[config.mk]
export PLATFORM = sky130hd
export DESIGN_NAME = fcfl_ctrl
export DESIGN_NICKNAME = d
export VERILOG_FILES = /design/src/rtl/fcfl_pkg.sv /design/src/rtl/fcfl_ctrl.sv
export SDC_FILE = /design/constraint.sdc
export NUM_CORES = 1
export LEC_CHECK = 0
export ABC_CLOCK_PERIOD_IN_PS = 7000
export BUFFER_PORTS_ARGS = -buffer_cell sky130_fd_sc_hd__buf_2
export CELL_PAD_IN_SITES_DETAIL_PLACEMENT = 1
export CELL_PAD_IN_SITES_GLOBAL_PLACEMENT = 2
export CORE_MARGIN = 10
export CORE_UTILIZATION = 35
export CTS_CLUSTER_SIZE = 28
export DETAILED_ROUTE_END_ITERATION = 16
export PLACE_DENSITY = 0.9
export SLEW_MARGIN = 20
export SYNTH_ARGS = -nofsm -noshare
export SYNTH_HDL_FRONTEND = slang
export SYNTH_SLANG_ARGS = --single-unit
[constraint.sdc]
create_clock -name clk -period 7 [get_ports clk]
set_input_delay 1.4 -clock clk [delete_from_list [all_inputs] [get_ports clk]]
set_output_delay 1.4 -clock clk [all_outputs]
set_load 0.01 [all_outputs]
[src/rtl/fcfl_pkg.sv]
`timescale 1ns / 1ps
// ----------------------------------------------------------------------------
// Fixed cell free list allocator package
// Shared types, block geometry constants and size class lookups.
// ----------------------------------------------------------------------------
package fcfl_pkg;

	localparam int MAX_CELLS          = 512;
	localparam int BLOCK_BYTES        = 65536;
	localparam int BLOCK_HEADER_BYTES = 64;
	localparam int CELL_HEADER_BYTES  = 16;
	localparam int NUM_CLASSES        = 11;

	// Field widths of the request and result items
	localparam int MODE_W   = 2;
	localparam int OSIZE_W  = 16;
	localparam int IDX_W    = 9;
	localparam int STATUS_W = 2;
	localparam int OFF_W    = 16;
	localparam int FREED_W  = 10;
	localparam int CLS_W    = 4;

	// Link values run up to MAX_CELLS; a value at or above the cell count marks the end of the list
	localparam int LINK_W = $clog2(MAX_CELLS + 1);
	localparam int CB_W   = 11;
	localparam int PROD_W = IDX_W + CB_W;

	localparam int AVAIL_BYTES = (BLOCK_BYTES > BLOCK_HEADER_BYTES) ?
		BLOCK_BYTES - BLOCK_HEADER_BYTES : 0;
	localparam int OBJ_BASE = BLOCK_HEADER_BYTES + CELL_HEADER_BYTES;

	localparam logic [CLS_W-1:0] MAX_CLASS = CLS_W'(NUM_CLASSES - 1);

	function automatic int cap_cells(input int n);
		cap_cells = (n > MAX_CELLS) ? MAX_CELLS : n;
	endfunction

	localparam int unsigned SIZE_TAB [NUM_CLASSES] = '{
		128, 192, 256, 320, 384, 448, 512, 640, 768, 896, 1024
	};

	localparam int unsigned COUNT_TAB [NUM_CLASSES] = '{
		cap_cells(AVAIL_BYTES / 128), cap_cells(AVAIL_BYTES / 192),
		cap_cells(AVAIL_BYTES / 256), cap_cells(AVAIL_BYTES / 320),
		cap_cells(AVAIL_BYTES / 384), cap_cells(AVAIL_BYTES / 448),
		cap_cells(AVAIL_BYTES / 512), cap_cells(AVAIL_BYTES / 640),
		cap_cells(AVAIL_BYTES / 768), cap_cells(AVAIL_BYTES / 896),
		cap_cells(AVAIL_BYTES / 1024)
	};

	typedef enum logic [MODE_W-1:0] {
		MODE_ALLOC = 2'd0,
		MODE_FREE  = 2'd1,
		MODE_MARK  = 2'd2,
		MODE_SWEEP = 2'd3
	} mode_t;

	typedef enum logic [STATUS_W-1:0] {
		STAT_OK        = 2'd0,
		STAT_NO_FREE   = 2'd1,
		STAT_TOO_LARGE = 2'd2,
		STAT_BAD_CELL  = 2'd3
	} status_t;

	typedef enum logic [1:0] {
		S_IDLE,
		S_ACCESS,
		S_SWEEP,
		S_SWEEP_DONE
	} state_t;

	// One list memory entry
	typedef struct packed {
		logic              used;
		logic              marked;
		logic [LINK_W-1:0] link;
	} entry_t;

	localparam int ENTRY_W = $bits(entry_t);

	typedef struct packed {
		logic               rd_en;
		logic [IDX_W-1:0]   rd_addr;
		logic               wr_en;
		logic [IDX_W-1:0]   wr_addr;
		entry_t             wr_data;
	} ram_req_t;

	typedef struct packed {
		status_t            status;
		logic [IDX_W-1:0]   granted_cell;
		logic [OFF_W-1:0]   object_offset;
		logic [FREED_W-1:0] freed_count;
	} result_t;

	function automatic logic [CB_W-1:0] cell_bytes(input logic [CLS_W-1:0] c);
		cell_bytes = CB_W'(SIZE_TAB[c]);
	endfunction

	function automatic logic [LINK_W-1:0] cell_count(input logic [CLS_W-1:0] c);
		cell_count = LINK_W'(COUNT_TAB[c]);
	endfunction

endpackage

[src/rtl/fcfl_ctrl.sv]
`timescale 1ns / 1ps
// ----------------------------------------------------------------------------
// Fixed cell free list controller
// Sequences list memory reads and write-backs for allocate, free, mark and
// sweep, and keeps the list head, the touched-cell bound and the geometry.
// ----------------------------------------------------------------------------
module fcfl_ctrl (
	input  logic                             clk,
	input  logic                             arst_n,
	input  logic                             in_valid,
	output logic                             in_ready,
	input  fcfl_pkg::mode_t                  in_mode,
	input  logic [fcfl_pkg::OSIZE_W-1:0]     in_osize,
	input  logic [fcfl_pkg::IDX_W-1:0]       in_idx,
	input  logic                             cfg_we,
	input  logic [fcfl_pkg::CLS_W-1:0]       cfg_wdata,
	input  logic                             out_free,
	output logic                             res_valid,
	output fcfl_pkg::result_t                res,
	output fcfl_pkg::ram_req_t               req,
	input  logic [fcfl_pkg::ENTRY_W-1:0]     rd_data
);

	localparam int LINK_W = fcfl_pkg::LINK_W;
	localparam int IDX_W  = fcfl_pkg::IDX_W;

	fcfl_pkg::state_t state_q, state_d;

	logic [fcfl_pkg::CLS_W-1:0]   size_class_q;
	logic [LINK_W-1:0]            count_q;
	logic [LINK_W-1:0]            head_q;
	// Cells at or above hwm_q were never allocated since the last rebuild
	logic [LINK_W-1:0]            hwm_q;
	logic [LINK_W-1:0]            sw_idx_q;
	logic [fcfl_pkg::FREED_W-1:0] freed_q;
	logic                         sw_v_s1;
	logic [IDX_W-1:0]             sw_at_s1;

	fcfl_pkg::mode_t              mode_q;
	logic [fcfl_pkg::OSIZE_W-1:0] osize_q;
	logic [IDX_W-1:0]             idx_q;

	logic                         accept;
	fcfl_pkg::entry_t             rd;
	logic [fcfl_pkg::CB_W-1:0]    cell_sz;
	logic [fcfl_pkg::CB_W-1:0]    room;
	logic                         too_large;
	logic                         empty;
	logic                         head_fresh;
	logic [LINK_W-1:0]            next_head;
	logic                         idx_used;
	logic                         bad;
	logic [fcfl_pkg::PROD_W-1:0]  prod;
	logic [fcfl_pkg::PROD_W:0]    off_sum;
	logic                         sw_more;
	logic                         sw_hit;
	logic                         sweep_end;
	logic [fcfl_pkg::CLS_W-1:0]   cls_sat;

	logic                         upd_head;
	logic [LINK_W-1:0]            head_new;
	logic                         upd_hwm;

	assign accept     = in_valid && in_ready;
	assign rd         = fcfl_pkg::entry_t'(rd_data);
	assign cell_sz    = fcfl_pkg::cell_bytes(size_class_q);
	assign room       = cell_sz - fcfl_pkg::CB_W'(fcfl_pkg::CELL_HEADER_BYTES);
	assign too_large  = osize_q > fcfl_pkg::OSIZE_W'(room);
	assign empty      = head_q >= count_q;
	assign head_fresh = head_q >= hwm_q;
	assign next_head  = head_fresh ? head_q + LINK_W'(1) : rd.link;
	assign idx_used   = ({1'b0, idx_q} < hwm_q) && rd.used;
	assign bad        = ({1'b0, idx_q} >= count_q) || !idx_used;
	assign prod       = fcfl_pkg::PROD_W'(head_q[IDX_W-1:0]) * fcfl_pkg::PROD_W'(cell_sz);
	assign off_sum    = {1'b0, prod} + (fcfl_pkg::PROD_W + 1)'(fcfl_pkg::OBJ_BASE);
	assign sw_more    = sw_idx_q < count_q;
	assign sw_hit     = sw_v_s1 && ({1'b0, sw_at_s1} < hwm_q) && rd.used && rd.marked;
	assign sweep_end  = !sw_more && !sw_v_s1;
	assign cls_sat    = (cfg_wdata > fcfl_pkg::MAX_CLASS) ? fcfl_pkg::MAX_CLASS : cfg_wdata;

	// Next state
	always_comb begin
		state_d = state_q;
		case (state_q)
			fcfl_pkg::S_IDLE: begin
				if (accept) begin
					state_d = (in_mode == fcfl_pkg::MODE_SWEEP) ?
						fcfl_pkg::S_SWEEP : fcfl_pkg::S_ACCESS;
				end
			end
			fcfl_pkg::S_ACCESS: begin
				if (out_free) begin
					state_d = fcfl_pkg::S_IDLE;
				end
			end
			fcfl_pkg::S_SWEEP: begin
				if (sweep_end) begin
					state_d = fcfl_pkg::S_SWEEP_DONE;
				end
			end
			fcfl_pkg::S_SWEEP_DONE: begin
				if (out_free) begin
					state_d = fcfl_pkg::S_IDLE;
				end
			end
			default: state_d = fcfl_pkg::S_IDLE;
		endcase
	end

	// Outputs, memory requests and list updates
	always_comb begin
		in_ready  = 1'b0;
		res_valid = 1'b0;
		res       = '0;
		req       = '0;
		upd_head  = 1'b0;
		head_new  = head_q;
		upd_hwm   = 1'b0;
		case (state_q)
			fcfl_pkg::S_IDLE: begin
				in_ready = 1'b1;
				if (accept && in_mode != fcfl_pkg::MODE_SWEEP) begin
					req.rd_en   = 1'b1;
					req.rd_addr = (in_mode == fcfl_pkg::MODE_ALLOC) ?
						head_q[IDX_W-1:0] : in_idx;
				end
			end
			fcfl_pkg::S_ACCESS: begin
				res_valid  = 1'b1;
				res.status = fcfl_pkg::STAT_OK;
				case (mode_q)
					fcfl_pkg::MODE_ALLOC: begin
						if (too_large) begin
							res.status = fcfl_pkg::STAT_TOO_LARGE;
						end else if (empty) begin
							res.status = fcfl_pkg::STAT_NO_FREE;
						end else begin
							res.granted_cell  = head_q[IDX_W-1:0];
							res.object_offset = off_sum[fcfl_pkg::OFF_W-1:0];
							// pop: write back the link so a fresh cell keeps it
							req.wr_en       = out_free;
							req.wr_addr     = head_q[IDX_W-1:0];
							req.wr_data     = '{used: 1'b1, marked: 1'b0, link: next_head};
							upd_head        = out_free;
							head_new        = next_head;
							upd_hwm         = out_free && head_fresh;
						end
					end
					fcfl_pkg::MODE_FREE: begin
						if (bad) begin
							res.status = fcfl_pkg::STAT_BAD_CELL;
						end else begin
							req.wr_en   = out_free;
							req.wr_addr = idx_q;
							req.wr_data = '{used: 1'b0, marked: 1'b0, link: head_q};
							upd_head    = out_free;
							head_new    = {1'b0, idx_q};
						end
					end
					fcfl_pkg::MODE_MARK: begin
						if (bad) begin
							res.status = fcfl_pkg::STAT_BAD_CELL;
						end else begin
							req.wr_en   = out_free;
							req.wr_addr = idx_q;
							req.wr_data = '{used: 1'b1, marked: 1'b1, link: rd.link};
						end
					end
					default: begin
					end
				endcase
			end
			fcfl_pkg::S_SWEEP: begin
				req.rd_en   = sw_more;
				req.rd_addr = sw_idx_q[IDX_W-1:0];
				// push the cell read last cycle if it is used and marked
				req.wr_en   = sw_hit;
				req.wr_addr = sw_at_s1;
				req.wr_data = '{used: 1'b0, marked: 1'b0, link: head_q};
				upd_head    = sw_hit;
				head_new    = {1'b0, sw_at_s1};
			end
			fcfl_pkg::S_SWEEP_DONE: begin
				res_valid       = 1'b1;
				res.status      = fcfl_pkg::STAT_OK;
				res.freed_count = freed_q;
			end
			default: begin
			end
		endcase
	end

	always_ff @(posedge clk or negedge arst_n) begin
		if (!arst_n) begin
			state_q      <= fcfl_pkg::S_IDLE;
			size_class_q <= '0;
			count_q      <= fcfl_pkg::cell_count('0);
			head_q       <= '0;
			hwm_q        <= '0;
			sw_idx_q     <= '0;
			freed_q      <= '0;
			sw_v_s1      <= 1'b0;
		end else begin
			state_q <= state_d;
			if (cfg_we) begin
				// rebuild: every cell becomes fresh again
				size_class_q <= cls_sat;
				count_q      <= fcfl_pkg::cell_count(cls_sat);
				head_q       <= '0;
				hwm_q        <= '0;
			end else begin
				if (upd_head) begin
					head_q <= head_new;
				end
				if (upd_hwm) begin
					hwm_q <= head_q + LINK_W'(1);
				end
			end
			if (accept && in_mode == fcfl_pkg::MODE_SWEEP) begin
				sw_idx_q <= '0;
				freed_q  <= '0;
			end else if (state_q == fcfl_pkg::S_SWEEP) begin
				if (sw_more) begin
					sw_idx_q <= sw_idx_q + LINK_W'(1);
				end
				if (sw_hit) begin
					freed_q <= freed_q + fcfl_pkg::FREED_W'(1);
				end
			end
			sw_v_s1 <= (state_q == fcfl_pkg::S_SWEEP) && sw_more;
		end
	end

	always_ff @(posedge clk) begin
		if (accept) begin
			mode_q  <= in_mode;
			osize_q <= in_osize;
			idx_q   <= in_idx;
		end
		sw_at_s1 <= sw_idx_q[IDX_W-1:0];
	end

`ifndef SYNTH
	a_hwm_bound: assert property (@(posedge clk) disable iff (!arst_n)
		hwm_q <= count_q)
		else $error("touched-cell bound beyond cell count");

	a_head_bound: assert property (@(posedge clk) disable iff (!arst_n)
		head_q <= count_q)
		else $error("free list head beyond cell count");

	a_idle_no_write: assert property (@(posedge clk) disable iff (!arst_n)
		state_q == fcfl_pkg::S_IDLE |-> !req.wr_en)
		else $error("list memory written while idle");

	a_stall_holds: assert property (@(posedge clk) disable iff (!arst_n)
		(state_q == fcfl_pkg::S_ACCESS && !out_free && !cfg_we) |=> $stable(head_q))
		else $error("list head changed while result stalled");
`endif

endmodule

==> results.md <==
Run status:
- The flow ran to the end, and the final reports show no timing, DRC or antenna violations.

STA:
- The final-report hold violation count is 0.
- In the finished design, the share of the clock period the worst path needs comes to 0.946.
- The final count of pins violating max slew is 0.
- The transition time at the pin with the least slew margin is 1.08 ns.
- The setup-violating endpoint count in the final report is 0.
- After layout, the worst setup slack is 0.378 ns.
- Based on the critical path, the design can be clocked at up to 0.151 GHz.
- The relative slew slack is 0.281.
- The smallest clock period supported by the final layout is computed as 6.62 ns.
- The sum of negative setup slack is 0 ns.
- Setup repair after global routing left no endpoint under its margin.
- The setup clock skew after layout is 0.0114 ns.

Global routing:
- The wire length of the first global-routing pass is 43.9 mm.
- The aggregate global routing overflow is 0.
- The aggregate global-route resource usage is 0.192.
- The number of antenna violations at the first check in global routing is 0.
- The largest net degree at the start of global routing is 57.
- The met2 usage is 0.321.
- The met3 routing resource usage after global routing is 0.0266.
- In this run the most used layer during global routing was met2.
- The number of global-route vias before repair came to 7771.
- The met1 capacity usage during global routing is 0.251.

Min path:
- The startpoint of the lowest-slack hold path is sw_idx_q[8].
- Counting instances, the worst hold path has a depth of 0.
- In this run the worst hold path is classified as reg -> reg.

Logic synthesis:
- The sequential area share after synthesis is 0.304.
- The async set-reset flop share out of synthesis is 0.609.
- Of the total synthesized cell area, the portion taken by AND, OR, NAND and NOR gates is 0.175.
- A synthesized cell averages 8.71 um^2.
- Synthesis handed over a netlist of 906 instances.
- The post-synthesis xor/xnor area fraction is 0.0433.
- The flip-flop cell with the highest count after synthesis is sky130_fd_sc_hd__dfrtp_1.
- The mux cell area share after synthesis is 0.0282.
- The warning count from the yosys run is 0.
- The area share of fa/ha/maj cells after synthesis is 0.201.
- The number of distinct library cell variants in the gate-level netlist after synthesis is 69.
- The summed instance area of the synthesized netlist is 7890 um^2.
- The combinational family with the most area after synthesis is adder cells.
- The synthesized design contains 27 enable-type register cells.
- The compound-cell area share of the yosys netlist is 0.184.
- The count of state elements after synthesis is 92.

Clocking:
- The number of instances resized during post-cts repair is 0.
- The clock passes through at most 2 buffers.
- The count of buffers added by post-CTS timing repair for setup is 0.
- The TritonCTS clock tree is built.
- Clock tree synthesis inserted a total of 9 buffers.
- The cts-stage hold buffer count is 0.
- The post-CTS clock slew at the launch and capture registers of the worst setup and hold paths is 0.08 ns.
- The number of H-tree levels is 3.
- The clock latency on the worst-skew pair is 0.36 ns.
- CTS placed an instance of sky130_fd_sc_hd__clkbuf_16 at the clock tree root.
- The total number of clock tree sinks is 92.

Setup path:
- The worst setup path is launched from a flip-flop.
- Data arrives at the worst endpoint at 5.22 ns.
- The number of cells on the worst reg-to-reg path is 17.
- At the worst endpoint, the required time is 5.60 ns.
- The worst setup path is captured at an output pin.
- The maximum fanout encountered on the critical timing path is 14.
- The beginning of the critical path is size_class_q[1].
- In this run the critical register-to-register path is launched from size_class_q[1].
- The type of the worst setup path is reg -> out.

Placed design:
- Detailed placement finished with a half-perimeter wire length of 21.1 mm.
- The weighted congestion at the end of routability-driven global placement is 0.848.
- During placement, the flow inserted port buffers numbering 113.
- The pre-CTS setup slack is 0.748 ns.
- The post-placement cell area is 8700 um^2.

Flow run:
- Across the run, the number of max-cap violations was 0.

Cells and area:
- Of the cells placed in the final design, the portion with a size suffix greater than 1 is 0.166.
- The finished cells cover 9020 um^2.
- The net total in the final layout is 1162.
- The total inserted antenna cells is 0.
- The area growth from synthesis to final layout is 14.3%.

Pwr:
- For this design the static power due to leakage is 4.17 nW.
- For this design the ratio of total power to cell area is 216 nW/um^2.
- The worst-case IR drop observed on VDD is 0.000176 V.

Route:
- Dividing the detail-routed via count by the number of cells gives 5.65.
- The detailed-route DRC error count is 0.
- The per-cell routed wire length is 21.6 um.
- The remaining antenna violation count is 0.
- The routed layout has 7248 vias.
- The first detailed-routing pass ran for 4 iterations.
- The routed design has 27.7 mm of wire.
- In this run, the number of DRC markers left after iteration 0 of detailed routing was 425.

Floorplan:
- The die is 170 um wide.
- The core region is 22000 um^2.
- The height of the die is 170 um.
- The initial utilization of the core area, before any placement, comes to 0.358.
- The die covers 29000 um^2.
- 119 I/O pins were placed.
- The site row count is 54.
==> power breakdown <==
part / switching, mW / internal, mW / leakage, nW / total, mW
logic: 0.431 / 0.229 / 2.95 / 0.660
registers: 0.101 / 0.649 / 1.06 / 0.750
clock network: 0.247 / 0.287 / 0.155 / 0.534
total: 0.779 / 1.17 / 4.17 / 1.94
==> routing by layer <==
layer,wire (um),vias up,part of all wire
met5,0,-,0
met1,12600,3608,0.45
li1,-,3369,-
met2,12900,231,0.47
met4,704,0,0.025
met3,1530,40,0.055
==> cell type report <==
type                       count  area (um^2)
fill                        2662        13000
tap                          280          350
clock inverter                 7         92.6
inverter                      76          287
clock buffer                   9          225
sequential                    92         2400
timing repair buffer         124          651
multi-input combinational    694         5010
==> registers in the layout, indices dropped and copies added (netlist names) <==
register,cells
sw_v_s1,1
count_q,9
sw_idx_q,10
hwm_q,10
state_q,2
osize_q,16
head_q,10
mode_q,2
size_class_q,4
freed_q,10
sw_at_s1,9
idx_q,9
==> worst max-delay path, cell delays in order, from the launching register on <==
cell	delay, ns
sky130_fd_sc_hd__dfrtp_1	0.52
sky130_fd_sc_hd__ha_1	0.37
sky130_fd_sc_hd__inv_1	0.06
sky130_fd_sc_hd__o21ai_1	0.11
sky130_fd_sc_hd__buf_4	0.18
sky130_fd_sc_hd__nand2_1	0.08
sky130_fd_sc_hd__fa_1	0.43
sky130_fd_sc_hd__inv_1	0.08
sky130_fd_sc_hd__fa_1	0.42
sky130_fd_sc_hd__ha_1	0.33
sky130_fd_sc_hd__fa_1	0.48
sky130_fd_sc_hd__ha_1	0.31
sky130_fd_sc_hd__ha_1	0.32
sky130_fd_sc_hd__and3_1	0.17
sky130_fd_sc_hd__a21o_1	0.18
sky130_fd_sc_hd__a21oi_1	0.22
sky130_fd_sc_hd__o21bai_1	0.09
sky130_fd_sc_hd__a21oi_1	0.19
sky130_fd_sc_hd__xnor2_1	0.14
sky130_fd_sc_hd__nor2_1	0.05
sky130_fd_sc_hd__buf_2	0.14
==> cells by family after synthesis <==
| kind of cell | count (synthesis) |
|---|---|
| xor gates and xnor gates | 39 |
| muxes | 22 |
| other | 1 |
| and+or+nand+nor | 290 |
| AOI/OAI and AO/OA | 221 |
| adders and majority gates | 117 |
| DFF | 92 |
| buffers and inverters | 124 |
==> worst paths after layout <==
kind	slack, ns	endpoint
setup reg to reg	2.42	hwm_q[1]
max in group asynchronous	5.35	size_class_q[0]
hold reg to reg	0.49	sw_at_s1[8]
setup / recovery	0.38	res[25]
hold / removal	0.49	sw_at_s1[8]
min in group asynchronous	1.13	freed_q[1]
==> synth_stat cells (3+ instances only) <==
master / n / area [um^2]
sky130_fd_sc_hd__buf_2: 3 / 15.0
sky130_fd_sc_hd__nand2b_1: 8 / 50.1
sky130_fd_sc_hd__o21a_1: 5 / 37.5
sky130_fd_sc_hd__o2111ai_1: 10 / 87.6
sky130_fd_sc_hd__nand3_1: 30 / 150
sky130_fd_sc_hd__o31ai_1: 3 / 22.5
sky130_fd_sc_hd__dfrtp_1: 47 / 1180
sky130_fd_sc_hd__xor2_1: 6 / 52.6
sky130_fd_sc_hd__a21boi_0: 3 / 22.5
sky130_fd_sc_hd__nor3b_1: 8 / 60.1
sky130_fd_sc_hd__nor2_1: 74 / 278
sky130_fd_sc_hd__inv_1: 73 / 274
sky130_fd_sc_hd__a31oi_1: 4 / 25.0
sky130_fd_sc_hd__a22oi_1: 12 / 90.1
sky130_fd_sc_hd__nand4_1: 3 / 18.8
sky130_fd_sc_hd__xnor2_1: 33 / 289
sky130_fd_sc_hd__dfxtp_1: 9 / 180
sky130_fd_sc_hd__a221oi_1: 8 / 70.1
sky130_fd_sc_hd__fa_1: 16 / 320
sky130_fd_sc_hd__a21oi_2: 4 / 35.0
sky130_fd_sc_hd__ha_1: 101 / 1260
sky130_fd_sc_hd__o211a_1: 5 / 50.1
sky130_fd_sc_hd__edfxtp_1: 27 / 811
sky130_fd_sc_hd__o22ai_1: 3 / 18.8
sky130_fd_sc_hd__a211oi_1: 6 / 45.0
sky130_fd_sc_hd__buf_4: 5 / 37.5
sky130_fd_sc_hd__o211ai_1: 8 / 60.1
sky130_fd_sc_hd__nor3_1: 13 / 65.1
sky130_fd_sc_hd__dfstp_2: 9 / 236
sky130_fd_sc_hd__a21o_1: 7 / 52.6
sky130_fd_sc_hd__and3_1: 17 / 106
sky130_fd_sc_hd__and2_1: 26 / 163
sky130_fd_sc_hd__a2111oi_0: 3 / 26.3
sky130_fd_sc_hd__mux2i_1: 20 / 200
sky130_fd_sc_hd__nor4_1: 4 / 25.0
sky130_fd_sc_hd__or3_1: 5 / 31.3
sky130_fd_sc_hd__o21ai_0: 62 / 310
sky130_fd_sc_hd__clkbuf_1: 38 / 143
sky130_fd_sc_hd__nand2_1: 88 / 330
sky130_fd_sc_hd__a21oi_1: 59 / 295
sky130_fd_sc_hd__nor2b_1: 6 / 37.5
==> through the flow <==
step,utilization,hold WS (ns),instances,power [mW]
CTS,0.410,0.494,1282,1.95
floorplan,-,0.427,910,1.16
finish,0.410,0.491,1282,1.94
detailed placement,0.395,0.486,1266,1.41
global placement,0.395,0.485,1266,1.40
global route,0.410,0.506,1282,2.07
==> cells in the final DEF (no fill, tap or decap), types with 7 or more instances in the layout <==
| cell | n |
|---|---|
| sky130_fd_sc_hd__edfxtp_1 | 27 |
| sky130_fd_sc_hd__xnor2_1 | 33 |
| sky130_fd_sc_hd__buf_4 | 12 |
| sky130_fd_sc_hd__fa_1 | 16 |
| sky130_fd_sc_hd__a22oi_1 | 12 |
| sky130_fd_sc_hd__a221oi_1 | 8 |
| sky130_fd_sc_hd__nand2_1 | 88 |
| sky130_fd_sc_hd__mux2i_1 | 20 |
| sky130_fd_sc_hd__nand3_1 | 30 |
| sky130_fd_sc_hd__dfxtp_1 | 9 |
| sky130_fd_sc_hd__o2111ai_1 | 10 |
| sky130_fd_sc_hd__a21oi_1 | 59 |
| sky130_fd_sc_hd__nor3_1 | 13 |
| sky130_fd_sc_hd__nor2_1 | 74 |
| sky130_fd_sc_hd__nor3b_1 | 8 |
| sky130_fd_sc_hd__inv_1 | 73 |
| sky130_fd_sc_hd__and2_1 | 26 |
| sky130_fd_sc_hd__buf_2 | 112 |
| sky130_fd_sc_hd__ha_1 | 101 |
| sky130_fd_sc_hd__and3_1 | 17 |
| sky130_fd_sc_hd__o21ai_0 | 62 |
| sky130_fd_sc_hd__dfrtp_1 | 47 |
| sky130_fd_sc_hd__dfstp_2 | 9 |
| sky130_fd_sc_hd__o211ai_1 | 8 |
| sky130_fd_sc_hd__nand2b_1 | 8 |
| sky130_fd_sc_hd__clkbuf_16 | 9 |
| sky130_fd_sc_hd__a21o_1 | 7 |
(Power assumes the default switching activity.)
